`src/rtl/c_comment_and_whitespace_stripper_defines.svh`:
```
// Assertion helpers shared by the stripper RTL.
`ifndef C_COMMENT_AND_WHITESPACE_STRIPPER_DEFINES_SVH
`define C_COMMENT_AND_WHITESPACE_STRIPPER_DEFINES_SVH

// Property checked on every rising clock edge outside reset.
`define CCWS_ASSERT(label, prop, msg) \
   label: assert property (@(posedge clock) disable iff (reset) (prop)) else $error(msg);

// Condition that must never be seen outside reset.
`define CCWS_ASSERT_NEVER(label, cond, msg) \
   `CCWS_ASSERT(label, !(cond), msg)

`endif

```
`src/rtl/ccws_pkg.sv`:
```
// ----------------------------------------------------------------------------
// ccws_pkg
// Shared types and character codes for the comment and whitespace stripper.
// ----------------------------------------------------------------------------
package ccws_pkg;

   localparam int unsigned MAX_RESULTS = 4;
   localparam int unsigned CNT_W       = $clog2(MAX_RESULTS + 1);
   localparam int unsigned SEL_W       = $clog2(MAX_RESULTS);

   localparam logic [6:0] CH_NUL    = 7'h00;
   localparam logic [6:0] CH_TAB    = 7'h09;
   localparam logic [6:0] CH_LF     = 7'h0A;
   localparam logic [6:0] CH_FF     = 7'h0C;
   localparam logic [6:0] CH_CR     = 7'h0D;
   localparam logic [6:0] CH_SPACE  = 7'h20;
   localparam logic [6:0] CH_DQUOTE = 7'h22;
   localparam logic [6:0] CH_HASH   = 7'h23;
   localparam logic [6:0] CH_SQUOTE = 7'h27;
   localparam logic [6:0] CH_STAR   = 7'h2A;
   localparam logic [6:0] CH_SLASH  = 7'h2F;
   localparam logic [6:0] CH_BSLASH = 7'h5C;
   localparam logic [6:0] CH_DEL    = 7'h7F;

   // Results caused by one input word, queued between front and back.
   typedef struct packed {
      logic [CNT_W-1:0]                count;
      logic                            stream_end;
      logic [MAX_RESULTS-1:0][6:0]     bytes;
   } grp_entry_type;

   typedef struct packed {
      logic full;
      logic empty;
   } q_status_type;

endpackage

```
`src/rtl/ccws_if.sv`:
```
// ----------------------------------------------------------------------------
// ccws_if
// Valid/ready channels for source text in and stripped text out.
// ----------------------------------------------------------------------------
interface ccws_req_if;
   logic       valid;
   logic       ready;
   logic [6:0] in_byte;
   logic       stream_end;

   modport source (output valid, output in_byte, output stream_end, input ready);
   modport sink   (input valid, input in_byte, input stream_end, output ready);
endinterface

interface ccws_rsp_if;
   logic       valid;
   logic       ready;
   logic [6:0] out_byte;
   logic       run_last;
   logic       stream_done;

   modport source (output valid, output out_byte, output run_last, output stream_done,
                   input ready);
   modport sink   (input valid, input out_byte, input run_last, input stream_done,
                   output ready);
endinterface

```
`src/rtl/ccws_front.sv`:
```
// ----------------------------------------------------------------------------
// ccws_front
// Scanner: takes one word per cycle unless the queue is full, tracks comment
// and quote modes, squeezes whitespace and pushes result groups to the queue.
// ----------------------------------------------------------------------------
`include "c_comment_and_whitespace_stripper_defines.svh"

module ccws_front
   import ccws_pkg::*;
(
   input  logic           clock,
   input  logic           reset,
   ccws_req_if.sink       req,
   input  q_status_type   q_status,
   output logic           push,
   output grp_entry_type  push_entry
);

   typedef struct packed {
      logic [6:0] la_byte;
      logic       la_valid;
      logic       in_comment;
      logic       in_string;
      logic       in_char;
      logic       in_directive;
      logic       after_escape;
      logic       after_break;
      logic [6:0] held;
   } scan_state_type;

   typedef struct packed {
      scan_state_type st;
      logic           consumed;
      grp_entry_type  acc;
   } work_type;

   localparam scan_state_type STATE_RESET = '{
      la_byte: CH_NUL, la_valid: 1'b0, in_comment: 1'b0, in_string: 1'b0,
      in_char: 1'b0, in_directive: 1'b0, after_escape: 1'b0,
      after_break: 1'b1, held: CH_NUL};

   scan_state_type state_ff, state_in;
   grp_entry_type  entry;
   logic           accept;
   logic           end_accept;
   logic           scan_at_reset;

   function automatic work_type add_byte(work_type w, logic [6:0] b);
      w.acc.bytes[w.acc.count[SEL_W-1:0]] = b;
      w.acc.count = w.acc.count + CNT_W'(1);
      return w;
   endfunction

   function automatic work_type squeeze(work_type w, logic [6:0] c);
      logic ws;
      ws = (c <= CH_SPACE || c == CH_DEL) && !w.st.in_string && !w.st.in_char;
      if (w.st.held != CH_NUL) begin
         if (!ws) begin
            w = add_byte(w, w.st.held);
            w = add_byte(w, c);
            w.st.held = CH_NUL;
         end else if (c == CH_LF || c == CH_CR || c == CH_FF) begin
            w.st.held = CH_LF;
         end else if (c == CH_TAB && w.st.held != CH_LF) begin
            w.st.held = CH_TAB;
         end else if (c == CH_SPACE && w.st.held != CH_LF && w.st.held != CH_TAB) begin
            w.st.held = CH_SPACE;
         end
      end else if (ws) begin
         w.st.held = (c == CH_CR || c == CH_FF) ? CH_LF : c;
      end else begin
         w = add_byte(w, c);
      end
      return w;
   endfunction

   // Process one character; consumed flags that the next byte was eaten too.
   function automatic work_type handle(work_type w, logic [6:0] c, logic has_next,
                                       logic [6:0] nxt);
      logic was;
      was = w.st.in_comment;
      case (c)
         CH_HASH: begin
            if (w.st.after_break && !w.st.in_comment) w.st.in_directive = 1'b1;
         end
         CH_LF: begin
            if (!w.st.after_escape) begin
               w.st.in_directive = 1'b0;
               w.st.in_char      = 1'b0;
               w.st.in_string    = 1'b0;
            end
         end
         CH_SLASH: begin
            if (!w.st.in_string && !w.st.in_char && has_next && nxt == CH_STAR)
               w.st.in_comment = 1'b1;
         end
         CH_STAR: begin
            if (w.st.in_comment && has_next && nxt == CH_SLASH)
               w.st.in_comment = 1'b0;
         end
         CH_SQUOTE: begin
            if (!w.st.in_comment && !w.st.after_escape && !w.st.in_string)
               w.st.in_char = !w.st.in_char;
         end
         CH_DQUOTE: begin
            if (!w.st.in_comment && !w.st.after_escape && !w.st.in_char)
               w.st.in_string = !w.st.in_string;
         end
         default: begin
         end
      endcase
      w.st.after_escape = !w.st.after_escape && (c == CH_BSLASH);
      w.st.after_break  = !w.st.after_escape && (c == CH_LF);
      if (!w.st.in_comment && !was) w = squeeze(w, c);
      w.consumed = (w.st.in_comment != was);
      return w;
   endfunction

   assign req.ready = !q_status.full;
   assign accept    = req.valid && req.ready;

   always_comb begin
      work_type w;
      w.st        = state_ff;
      w.consumed  = 1'b0;
      w.acc       = '0;
      if (state_ff.la_valid) begin
         w = handle(w, state_ff.la_byte, 1'b1, req.in_byte);
         if (w.consumed) begin
            w.st.la_valid = 1'b0;
         end else begin
            w.st.la_byte = req.in_byte;
         end
      end else begin
         w.st.la_byte  = req.in_byte;
         w.st.la_valid = 1'b1;
      end
      // Drain lookahead and held whitespace, then go back to reset.
      if (req.stream_end) begin
         if (w.st.la_valid) w = handle(w, w.st.la_byte, 1'b0, CH_NUL);
         if (w.st.held != CH_NUL) w = add_byte(w, w.st.held);
         w.st = STATE_RESET;
      end
      w.acc.stream_end = req.stream_end;
      state_in = w.st;
      entry    = w.acc;
   end

   assign push       = accept && (entry.count != '0);
   assign push_entry = entry;

   always_ff @(posedge clock) begin
      if (reset) begin
         state_ff <= STATE_RESET;
      end else if (accept) begin
         state_ff <= state_in;
      end
   end

   assign end_accept    = accept && req.stream_end;
   assign scan_at_reset = !state_ff.la_valid && state_ff.after_break && state_ff.held == CH_NUL;

   `CCWS_ASSERT(a_end_restarts, end_accept |=> scan_at_reset, "scanner not reset after stream end")
   `CCWS_ASSERT_NEVER(a_push_overfull, push && q_status.full, "push while queue full")

endmodule

```
`src/rtl/ccws_queue.sv`:
```
// ----------------------------------------------------------------------------
// ccws_queue
// Small register queue of result groups between scanner and output side.
// ----------------------------------------------------------------------------
`include "c_comment_and_whitespace_stripper_defines.svh"

module ccws_queue
   import ccws_pkg::*;
#(
   parameter int unsigned DEPTH = 4
)
(
   input  logic           clock,
   input  logic           reset,
   input  logic           push,
   input  grp_entry_type  push_entry,
   input  logic           pop,
   output grp_entry_type  head_entry,
   output q_status_type   q_status
);

   localparam int unsigned PTR_W = $clog2(DEPTH);
   localparam int unsigned CNT_W = $clog2(DEPTH + 1);

   grp_entry_type        entries_ff [DEPTH];
   logic [PTR_W-1:0]     wr_ptr_ff, wr_ptr_in;
   logic [PTR_W-1:0]     rd_ptr_ff, rd_ptr_in;
   logic [CNT_W-1:0]     count_ff, count_in;

   assign q_status.full  = (count_ff == CNT_W'(DEPTH));
   assign q_status.empty = (count_ff == '0);
   assign head_entry     = entries_ff[rd_ptr_ff];

   always_comb begin
      wr_ptr_in = wr_ptr_ff;
      rd_ptr_in = rd_ptr_ff;
      count_in  = count_ff;
      if (push) begin
         wr_ptr_in = (wr_ptr_ff == PTR_W'(DEPTH - 1)) ? '0 : wr_ptr_ff + PTR_W'(1);
      end
      if (pop) begin
         rd_ptr_in = (rd_ptr_ff == PTR_W'(DEPTH - 1)) ? '0 : rd_ptr_ff + PTR_W'(1);
      end
      if (push && !pop) begin
         count_in = count_ff + CNT_W'(1);
      end else if (pop && !push) begin
         count_in = count_ff - CNT_W'(1);
      end
   end

   always_ff @(posedge clock) begin
      if (reset) begin
         wr_ptr_ff <= '0;
         rd_ptr_ff <= '0;
         count_ff  <= '0;
      end else begin
         wr_ptr_ff <= wr_ptr_in;
         rd_ptr_ff <= rd_ptr_in;
         count_ff  <= count_in;
      end
   end

   always_ff @(posedge clock) begin
      if (push) begin
         entries_ff[wr_ptr_ff] <= push_entry;
      end
   end

   `CCWS_ASSERT_NEVER(a_pop_empty, pop && q_status.empty, "pop from empty queue")
   `CCWS_ASSERT(a_count_bound, count_ff <= CNT_W'(DEPTH), "queue count beyond depth")

endmodule

```
`src/rtl/ccws_back.sv`:
```
// ----------------------------------------------------------------------------
// ccws_back
// Output side: takes one result group from the queue and sends its characters
// one word per cycle while ready, marking the last of the group and stream.
// ----------------------------------------------------------------------------
`include "c_comment_and_whitespace_stripper_defines.svh"

module ccws_back
   import ccws_pkg::*;
(
   input  logic           clock,
   input  logic           reset,
   input  grp_entry_type  head_entry,
   input  q_status_type   q_status,
   output logic           pop,
   ccws_rsp_if.source     rsp
);

   grp_entry_type     cur_ff;
   logic              cur_valid_ff, cur_valid_in;
   logic [SEL_W-1:0]  idx_ff, idx_in;
   logic              fire;
   logic              last;
   logic              group_ok;

   assign last = ({1'b0, idx_ff} == CNT_W'(cur_ff.count - CNT_W'(1)));
   assign fire = rsp.valid && rsp.ready;

   assign rsp.valid       = cur_valid_ff;
   assign rsp.out_byte    = cur_ff.bytes[idx_ff];
   assign rsp.run_last    = last;
   assign rsp.stream_done = last && cur_ff.stream_end;

   // Load the next group when idle or when the current one finishes.
   assign pop = (!cur_valid_ff || (fire && last)) && !q_status.empty;

   always_comb begin
      cur_valid_in = cur_valid_ff;
      idx_in       = idx_ff;
      if (pop) begin
         cur_valid_in = 1'b1;
         idx_in       = '0;
      end else if (fire) begin
         if (last) begin
            cur_valid_in = 1'b0;
         end else begin
            idx_in = idx_ff + SEL_W'(1);
         end
      end
   end

   always_ff @(posedge clock) begin
      if (reset) begin
         cur_valid_ff <= 1'b0;
         idx_ff       <= '0;
      end else begin
         cur_valid_ff <= cur_valid_in;
         idx_ff       <= idx_in;
      end
   end

   always_ff @(posedge clock) begin
      if (pop) begin
         cur_ff <= head_entry;
      end
   end

   assign group_ok = cur_ff.count != '0 && cur_ff.count <= CNT_W'(MAX_RESULTS)
                     && {1'b0, idx_ff} < cur_ff.count;

   `CCWS_ASSERT(a_group_nonempty, cur_valid_ff |-> group_ok, "output group index out of range")

endmodule

```
`src/rtl/c_comment_and_whitespace_stripper.sv`:
```
// Results are registered in the group queue, then in the back end's group register.
// Throughput: one input word per cycle while the output side keeps up; the output
// side sends one word per cycle, so a word causing several results (stream end
// drain, held whitespace plus a character) slows intake once the group queue fills.
// Reset: synchronous; clears scanner modes and lookahead, empties the group queue.
// ----------------------------------------------------------------------------
// c_comment_and_whitespace_stripper
// Streaming C block comment remover with whitespace squeeze: scanner front,
// group queue, serializing back end.
// ----------------------------------------------------------------------------
module c_comment_and_whitespace_stripper
   import ccws_pkg::*;
#(
   parameter int unsigned QUEUE_DEPTH = 4
)
(
   input  logic       clock,
   input  logic       reset,
   ccws_req_if.sink   req_if,
   ccws_rsp_if.source rsp_if
);

   q_status_type  q_status;
   logic          push;
   logic          pop;
   grp_entry_type push_entry;
   grp_entry_type head_entry;

   ccws_front u_front (
      .clock      (clock),
      .reset      (reset),
      .req        (req_if),
      .q_status   (q_status),
      .push       (push),
      .push_entry (push_entry)
   );

   ccws_queue #(
      .DEPTH (QUEUE_DEPTH)
   ) u_queue (
      .clock      (clock),
      .reset      (reset),
      .push       (push),
      .push_entry (push_entry),
      .pop        (pop),
      .head_entry (head_entry),
      .q_status   (q_status)
   );

   ccws_back u_back (
      .clock      (clock),
      .reset      (reset),
      .head_entry (head_entry),
      .q_status   (q_status),
      .pop        (pop),
      .rsp        (rsp_if)
   );

endmodule
```
`src/flat_wrapper.sv`:
```
// flat-port wrapper written by rule: the top's interface ports become plain ports
module c_comment_and_whitespace_stripper_flat import ccws_pkg::*;
#(
   parameter int unsigned QUEUE_DEPTH = 4
)
  (clock, reset, req_if_valid, req_if_in_byte, req_if_stream_end, req_if_ready, rsp_if_valid, rsp_if_out_byte, rsp_if_run_last, rsp_if_stream_done, rsp_if_ready);
  ccws_req_if req_if_i ();
  ccws_rsp_if rsp_if_i ();
  input  logic clock;
  input  logic reset;
  input wire logic [$bits(req_if_i.valid)-1:0] req_if_valid;
  input wire logic [$bits(req_if_i.in_byte)-1:0] req_if_in_byte;
  input wire logic [$bits(req_if_i.stream_end)-1:0] req_if_stream_end;
  output wire logic [$bits(req_if_i.ready)-1:0] req_if_ready;
  output wire logic [$bits(rsp_if_i.valid)-1:0] rsp_if_valid;
  output wire logic [$bits(rsp_if_i.out_byte)-1:0] rsp_if_out_byte;
  output wire logic [$bits(rsp_if_i.run_last)-1:0] rsp_if_run_last;
  output wire logic [$bits(rsp_if_i.stream_done)-1:0] rsp_if_stream_done;
  input wire logic [$bits(rsp_if_i.ready)-1:0] rsp_if_ready;
  assign req_if_i.valid = req_if_valid;
  assign req_if_i.in_byte = req_if_in_byte;
  assign req_if_i.stream_end = req_if_stream_end;
  assign req_if_ready = req_if_i.ready;
  assign rsp_if_valid = rsp_if_i.valid;
  assign rsp_if_out_byte = rsp_if_i.out_byte;
  assign rsp_if_run_last = rsp_if_i.run_last;
  assign rsp_if_stream_done = rsp_if_i.stream_done;
  assign rsp_if_i.ready = rsp_if_ready;
  c_comment_and_whitespace_stripper #(.QUEUE_DEPTH(QUEUE_DEPTH)) u_core (.clock(clock), .reset(reset), .req_if(req_if_i), .rsp_if(rsp_if_i));
endmodule
```
`config.mk`:
```
export PLATFORM = sky130hd
export DESIGN_NAME = c_comment_and_whitespace_stripper_flat
export DESIGN_NICKNAME = d
export VERILOG_FILES = /design/src/rtl/ccws_pkg.sv /design/src/rtl/ccws_if.sv /design/src/rtl/ccws_front.sv /design/src/rtl/ccws_queue.sv /design/src/rtl/ccws_back.sv /design/src/rtl/c_comment_and_whitespace_stripper.sv /design/src/flat_wrapper.sv
export VERILOG_INCLUDE_DIRS = /design/src /design/src/rtl
export SDC_FILE = /design/constraint.sdc
export NUM_CORES = 1
export LEC_CHECK = 0
export CAP_MARGIN = 20
export CORE_UTILIZATION = 38
export DETAILED_ROUTE_END_ITERATION = 6
export DONT_BUFFER_PORTS = 1
export GPL_TIMING_DRIVEN = 1
export PLACE_DENSITY = 0.54
export SYNTH_ARGS = -nofsm -noshare
export SYNTH_HDL_FRONTEND = slang
export SYNTH_SLANG_ARGS = --single-unit
```
`constraint.sdc`:
```
create_clock -name clock -period 11 [get_ports clock]
set_input_delay 0.55 -clock clock [delete_from_list [all_inputs] [get_ports clock]]
set_output_delay 0.55 -clock clock [all_outputs]
set_load 0.03 [all_outputs]
```
# Yosys cells after proc, flatten, opt, wreduce, memory -nomap -nowiden
# Memory sizes are Yosys's and may differ from the RTL's. A register that Yosys moved wholly into a read port is not among the register bits.
# Cells that the tools add are included.
[op_classes]
reduce_logical = 77
n_eq_ne = 34
addsub = 9
n_bitwise = 1
muxes = 76
order_cmp = 9
[ops]
columns = ["cell", "count"]
rows = [
  ["$mux W40", 5],
  ["$mux W46", 4],
  ["$mux W7", 17],
  ["$bwmux W28", 4],
  ["$mux W54", 2],
  ["$mux W32", 3],
  ["$eq A7 B6 Y1 const B", 12],
  ["$eq A7 B4 Y1 const B", 8],
  ["$demux W7 S2", 3],
  ["$logic_and A1 B1 Y1", 37],
  ["$mux W31", 1],
  ["$mux W30", 1],
  ["$eq A7 B7 Y1 const B", 4],
  ["$ne A7 B4 Y1 const B", 4],
  ["$mux W1", 21],
  ["$reduce_bool A7 Y1", 3],
  ["$logic_not A1 Y1", 20],
  ["$bmux W7 S2", 1],
  ["$le A7 B6 Y1 const B", 2],
  ["$pmux W1 S2", 7],
  ["$add A3 B1 Y3 const B", 4],
  ["$lt A2 B3 Y1 const B", 4],
  ["$mux W3", 4],
  ["$logic_or A1 B1 Y1", 9],
  ["other kinds (15)", 26],
]
[word_totals]
ram_bits = 128
regBits = 31
in_bits = 12
output_inout_bits = 11
mem_count = 1
wordCells = 221
[mem_list]
columns = ["memory", "depth", "width", "rd", "rd_clocked_by_memory_dff", "wr", "line_no", "source"]
rows = [
  ["u_core.u_queue.entries_ff", 4, 32, 1, 1, 1, "ccws_queue.sv:25", "grp_entry_type entries_ff [DEPTH];"],
]

# Longest topological paths before layout
[depth]
depth_word = 46
depth_mapped = 29
ltp_nobuf = 25

# Modules after synthesis
# From an unflattened synthesis, not the netlist that was laid out.
[hier_totals]
hier_cells = 884
area_unflattened_um2 = 10422.5
[modules_own_cells]
columns = ["mod", "seq_area_each_um2", "instances", "cells_per_inst", "area_per_inst_um2"]
rows = [
  ["ccws_queue", 4023.9, 1, 211, 5098.6],
  ["ccws_front", 380.4, 1, 609, 3948.8],
  ["ccws_back", 1021.0, 1, 64, 1375.1],
]

# Least setup slack after synthesis
# Ideal clock, no wire load.
[synth_timing]
path_kind = "reg-to-reg"
startpoint = "register u_core.u_front.state_ff[20] (netlist bit)"
endpoint = "register u_core.u_queue.count_ff[2]"
required_ns = 10.929
t_arrival_ns = 6.006
stages_incl_launch_ff = 28
period_less_slack_ns = 6.077
n_path_buf = 3
path_slack_ns = 4.923
setup_ns = 0.071
cell_sequence = "dfxtp_1 clkbuf_1 nor4bb_1 nand4_1 or2_2 nand2_1 inv_1 ha_1 nand2_1 mux2_2 or4_1 o211ai_1 o211ai_1 clkbuf_1 or4_1 o21ai_0 a211oi_1 nand4bb_1 buf_2 mux2i_1 a21o_1 nand2_2 ha_1 inv_1 fa_1 xor2_1 or3_1 a21oi_1"
[synth_between]
elab_chain_cells = 32
word_cells_on_any_way = 114
cone_classes = "add/sub (3); order compare (2); eq/ne (22); mux (47); reduce/logical (40)"
[synth_rtl]
columns = ["element", "line_no", "source"]
rows = [
  ["from (decl)", "ccws_front.sv:42", "scan_state_type state_ff, state_in;"],
  ["from (signal assigned)", "ccws_front.sv:156", "state_ff <= state_in;"],
  ["$eq A7 B6 Y1 (tied with other cells)", "ccws_front.sv:82", "case (c)"],
  ["$pmux W1 S2 / $logic_and A1 B1 Y1 (equally long branches)", "ccws_front.sv:82, ccws_front.sv:66", ""],
  ["$mux W1 / $logic_and A1 B1 Y1 (equally long branches)", "ccws_front.sv:127, ccws_front.sv:66", ""],
  ["$logic_not A1 Y1 / $mux W7 (equally long branches)", "ccws_front.sv:56, ccws_front.sv:66", ""],
  ["$logic_and A1 B1 Y1 / $mux W7 (equally long branches)", "ccws_front.sv:56, ccws_front.sv:64", ""],
  ["$logic_and A1 B1 Y1 / $mux W7 (equally long branches)", "ccws_front.sv:56, ccws_front.sv:62", ""],
  ["$mux W7, on equally long branches", "ccws_front.sv:69, ccws_front.sv:58", ""],
  ["$mux W40", "ccws_front.sv:57", "if (w.st.held != CH_NUL) begin"],
  ["[2 not listed]", "--", ""],
  ["branches (longest 16 deep; another with $add A3 B1 Y3)", "--", ""],
  ["$mux W54 (*)", "ccws_front.sv:139", "if (req.stream_end) begin"],
  ["$reduce_bool A3 Y1 (*)", "ccws_front.sv:149", "assign push = accept && (entry.count != '0);"],
  ["$logic_and A1 B1 Y1 (*)", "ccws_front.sv:149", ""],
  ["named net u_core.push", "c_comment_and_whitespace_stripper.sv:24", "logic push;"],
  ["$logic_not A1 Y1", "ccws_queue.sv:46", "end else if (pop && !push) begin"],
  ["$logic_and A1 B1 Y1", "ccws_queue.sv:46", ""],
  ["$reduce_bool A2 Y1 (no line)", "--", ""],
  ["to (signal assigned)", "ccws_queue.sv:59", "count_ff <= count_in;"],
  ["to (decl)", "ccws_queue.sv:28", "logic [CNT_W-1:0] count_ff, count_in;"],
]
# Mark *: on every way through the listed nets, which the timed path passes. The select of a mux whose other input is x is not followed.
# A chain may end at the register's enable or synchronous reset.

# Final worst setup path
[layout_timing]
startpoint = "register u_core.u_front.state_ff[16] (netlist bit)"
endpoint = "register u_core.u_queue.count_ff[2]"
# The elaborated chain is that of the path after synthesis.

==> metrics.yaml <==
run_status: "finished with violations"
failing_checks: "DRC"
grt_antenna_before_repair: 0
xor_and_xnor_area_share_after_synthesis: 0.0112
n_antenna_cell: 0
synth-adder-area-share: 0.0240
post-synth-top-count-cell: "sky130_fd_sc_hd__edfxtp_1"
timing.max_cap.violations: 0
wire_length_of_the_first_global_routing_pass_um: 42000
fmax_ghz: 0.130
postCtsSetupRepairBufs: 0
synthFlopType: "sky130_fd_sc_hd__edfxtp_1"
worst-slew-pin-transition_ps: 1010
detail_route.first_pass.iterations: 7
h-tree-depth: 4
syn_area_per_cell_um2: 11.4
power.density_nw_per_um2: 197
min_period_over_period: 0.697
worst_setup_path_end_kind: "flip-flop"
worst_setup_path_category: "flip-flop to flip-flop"
timing.clock.skew_ps: 17.4
placeableCoreArea_um2: 26200
yosysTopAreaCell: "sky130_fd_sc_hd__edfxtp_1"
fin_crit_ps: 7670
placement_stage_worst_setup_slack_ps: 3470
start_kind: "flip-flop"
drc_errors: 4
post_drt_wl_per_cell_um: 22.1
synth_mux_area_frac: 0.102
synth_compound_gate_area_share: 0.172
vias_per_cell: 6.02
path_max_fanout: 18
rsz0062_at_grt: "no"
synth_top_family_by_area: "compound AO/OA/AOI/OAI gates"
power.static_leakage_nw: 3.77
max-clock-path-buffers: 2
first_global_vias: 7022
clk_pin_slew_worst_paths_ps: 90
yosys_warnings: 0
asyncSetResetFlopFracSynth: 0
synth_commonest_cells: "160 x sky130_fd_sc_hd__edfxtp_1, 107 x sky130_fd_sc_hd__nor2_1, 68 x sky130_fd_sc_hd__nand2_1, 66 x sky130_fd_sc_hd__o21ai_0, 48 x sky130_fd_sc_hd__clkbuf_1"
final_net_count: 903
ios: 23
post_route_cells_drive_above_1_share: 0.131
fin_ws_ps: 3330
finalPower_mw: 2.21
critPathRequiredTime_ps: 11370
die_y_um: 166
place.port_buffers: 0
synthesis.instances: 894
die_width_um: 166
tritoncts: "yes"
finalMaxSlewViolations: 0
final_wtd_congestion: 0.918
totalWireLength_um: 27000
post_dp_hpwl_um: 18500
design.die.area_um2: 27500
grt_max_degree: 46
synth_seq_area_share: 0.528
synth-simple-area-share: 0.134
post_synth_instance_area_um2: 10200
first_iter_violations: 863
synth_seq_cells: 189
via_count: 7340
globalRoute.totalOverflow: 0
count_of_placed_standard_cells_in_the_final_layout_fillers_left_out: 1220
cts_hold_repair.buffers: 0
synthToLayoutAreaGrowth_pct: 9.68
clockRootBuffer: "sky130_fd_sc_hd__clkbuf_16"
synth_enable_flop_cells: 160
groute.usage.overall: 0.199
cts_buffers: 17
drtAntennaViolNets: 0
clkLatencyLatePin_ps: 450
netlist-cell-type-count: 81
max-slew-margin-rel: 0.310
final_hold_viol_count: 0
post_cts_resized: 0
postSynthNetCount: 925
worst_hold_class: "primary input to flip-flop"
worst-endpoint-arrival_ps: 8040
yosys-top-cells-area: "sky130_fd_sc_hd__edfxtp_1 47%, sky130_fd_sc_hd__mux4_2 8.6%, sky130_fd_sc_hd__dfxtp_1 5.7%, sky130_fd_sc_hd__nor2_1 3.9%, sky130_fd_sc_hd__o21ai_0 3.2%"
setup_viol: 0
max-vdd-ir-drop_mv: 0.0991
clock_sinks: 189
final_tns_setup_ps: 0
std_cell_rows: 59
initial_utilization: 0.389
synth_top_area_frac: 0.471
numPlacedInstances: 1188
area by class of cell:
| class | count | area [um2] |
|---|---|---|
| flip-flops and latches | 189 | 5390 |
| clock inverters | 15 | 235 |
| inverters | 21 | 78.8 |
| well taps | 335 | 419 |
| clock buffers | 17 | 425 |
| repair buffers | 15 | 113 |
| fillers | 2393 | 15000 |
| multi-input cells | 628 | 4530 |
critical path, cell delays in order (launching register included):
cell and delay, ps:
sky130_fd_sc_hd__dfxtp_1 780, sky130_fd_sc_hd__and3_1 320, sky130_fd_sc_hd__nand3_1 90, sky130_fd_sc_hd__or2_2 290, sky130_fd_sc_hd__nand2_1 90, sky130_fd_sc_hd__inv_1 60
sky130_fd_sc_hd__ha_1 370, sky130_fd_sc_hd__nand2_1 540, sky130_fd_sc_hd__mux2i_1 730, sky130_fd_sc_hd__nor4_1 120, sky130_fd_sc_hd__a21o_1 220, sky130_fd_sc_hd__o211ai_1 660
sky130_fd_sc_hd__nand2_1 590, sky130_fd_sc_hd__nor2_1 380, sky130_fd_sc_hd__xnor2_1 210, sky130_fd_sc_hd__ha_1 440, sky130_fd_sc_hd__a21o_1 180, sky130_fd_sc_hd__a221oi_2 70
sky130_fd_sc_hd__nand2_2 130, sky130_fd_sc_hd__ha_1 190, sky130_fd_sc_hd__inv_1 70, sky130_fd_sc_hd__fa_1 420, sky130_fd_sc_hd__xor2_1 170, sky130_fd_sc_hd__or3_1 300
sky130_fd_sc_hd__a21oi_1 140
routing by layer:
metal	global-route usage	vias up	routed length, um
li1	-	3426	-
met1	0.263	3620	12100
met2	0.329	258	12800
met3	0.0403	36	1530
met4	0.0654	0	501
met5	0	-	0
cell usage in the layout, fill, tap and decap left out, types with 6 or more instances in the layout:
cell / instances
sky130_fd_sc_hd__dfxtp_1: 28
sky130_fd_sc_hd__nor4_1: 7
sky130_fd_sc_hd__xnor2_1: 6
sky130_fd_sc_hd__ha_1: 18
sky130_fd_sc_hd__mux4_2: 39
sky130_fd_sc_hd__a21oi_1: 45
sky130_fd_sc_hd__nor2_1: 107
sky130_fd_sc_hd__and2_1: 17
sky130_fd_sc_hd__nor3_1: 19
sky130_fd_sc_hd__o211ai_1: 8
sky130_fd_sc_hd__or4_1: 6
sky130_fd_sc_hd__clkbuf_16: 17
sky130_fd_sc_hd__edfxtp_1: 160
sky130_fd_sc_hd__o2111ai_1: 8
sky130_fd_sc_hd__a211oi_1: 6
sky130_fd_sc_hd__nand2_1: 68
sky130_fd_sc_hd__a22oi_1: 41
sky130_fd_sc_hd__mux2i_1: 11
sky130_fd_sc_hd__o21ai_0: 66
sky130_fd_sc_hd__nor2b_1: 7
sky130_fd_sc_hd__nand3_1: 7
sky130_fd_sc_hd__o22ai_1: 15
sky130_fd_sc_hd__buf_4: 15
sky130_fd_sc_hd__inv_1: 20
sky130_fd_sc_hd__xor2_1: 7
sky130_fd_sc_hd__nand2b_1: 9
sky130_fd_sc_hd__clkinv_8: 6
kinds of logic after synthesis:
logic type / after synthesis
buf+inv: 77
fa+ha+maj: 19
simple gates: 282
compound gates: 259
xor+xnor: 13
mux: 55
flops: 189
flip-flops by register name, indices dropped and copies added (netlist names):
| name | count |
|---|---|
| u_core.u_queue.entries_ff | 128 |
| u_core.u_back.cur_ff | 32 |
| u_core.u_front.state_ff | 19 |
| u_core.u_queue.count_ff | 3 |
| u_core.u_back.idx_ff | 2 |
| u_core.u_queue.rd_ptr_ff | 2 |
| u_core.u_queue.wr_ptr_ff | 2 |
| u_core.u_back.rsp.valid | 1 |
path summary, 6_finish.rpt:
path | from | cells past startpoint | endpoint | slack, ps
worst max register to register | u_core.u_front.state_ff[16]$_SDFFE_PP0P_ | 24 | u_core.u_queue.count_ff[2]$_SDFFE_PP0P_ | 3330
worst min register to register | u_core.u_queue.wr_ptr_ff[1]$_SDFFE_PP0P_ | 2 | u_core.u_queue.wr_ptr_ff[1]$_SDFFE_PP0P_ | 520
worst min-delay path | reset | 1 | u_core.u_queue.rd_ptr_ff[0]$_SDFFE_PP0P_ | 170
worst max-delay path | u_core.u_front.state_ff[16]$_SDFFE_PP0P_ | 24 | u_core.u_queue.count_ff[2]$_SDFFE_PP0P_ | 3330
where the power goes:
group / leakage (nW) / internal [mW] / total [mW] / switching (mW)
Sequential: 1.72 / 0.935 / 0.997 / 0.0618
Combinational: 1.73 / 0.226 / 0.549 / 0.323
Clock: 0.317 / 0.325 / 0.662 / 0.337
Total: 3.77 / 1.49 / 2.21 / 0.721
per-stage QoR:
stage | area, um2 | hold slack, ps | util
floorplan | 10200 | 472 | -
global placement | 10500 | 497 | 0.402
detailed placement | 10500 | 505 | 0.402
CTS | 11200 | 145 | 0.427
global route | 11200 | 142 | 0.427
finish | 11200 | 170 | 0.427
Power figures use the tool's default switching activity.
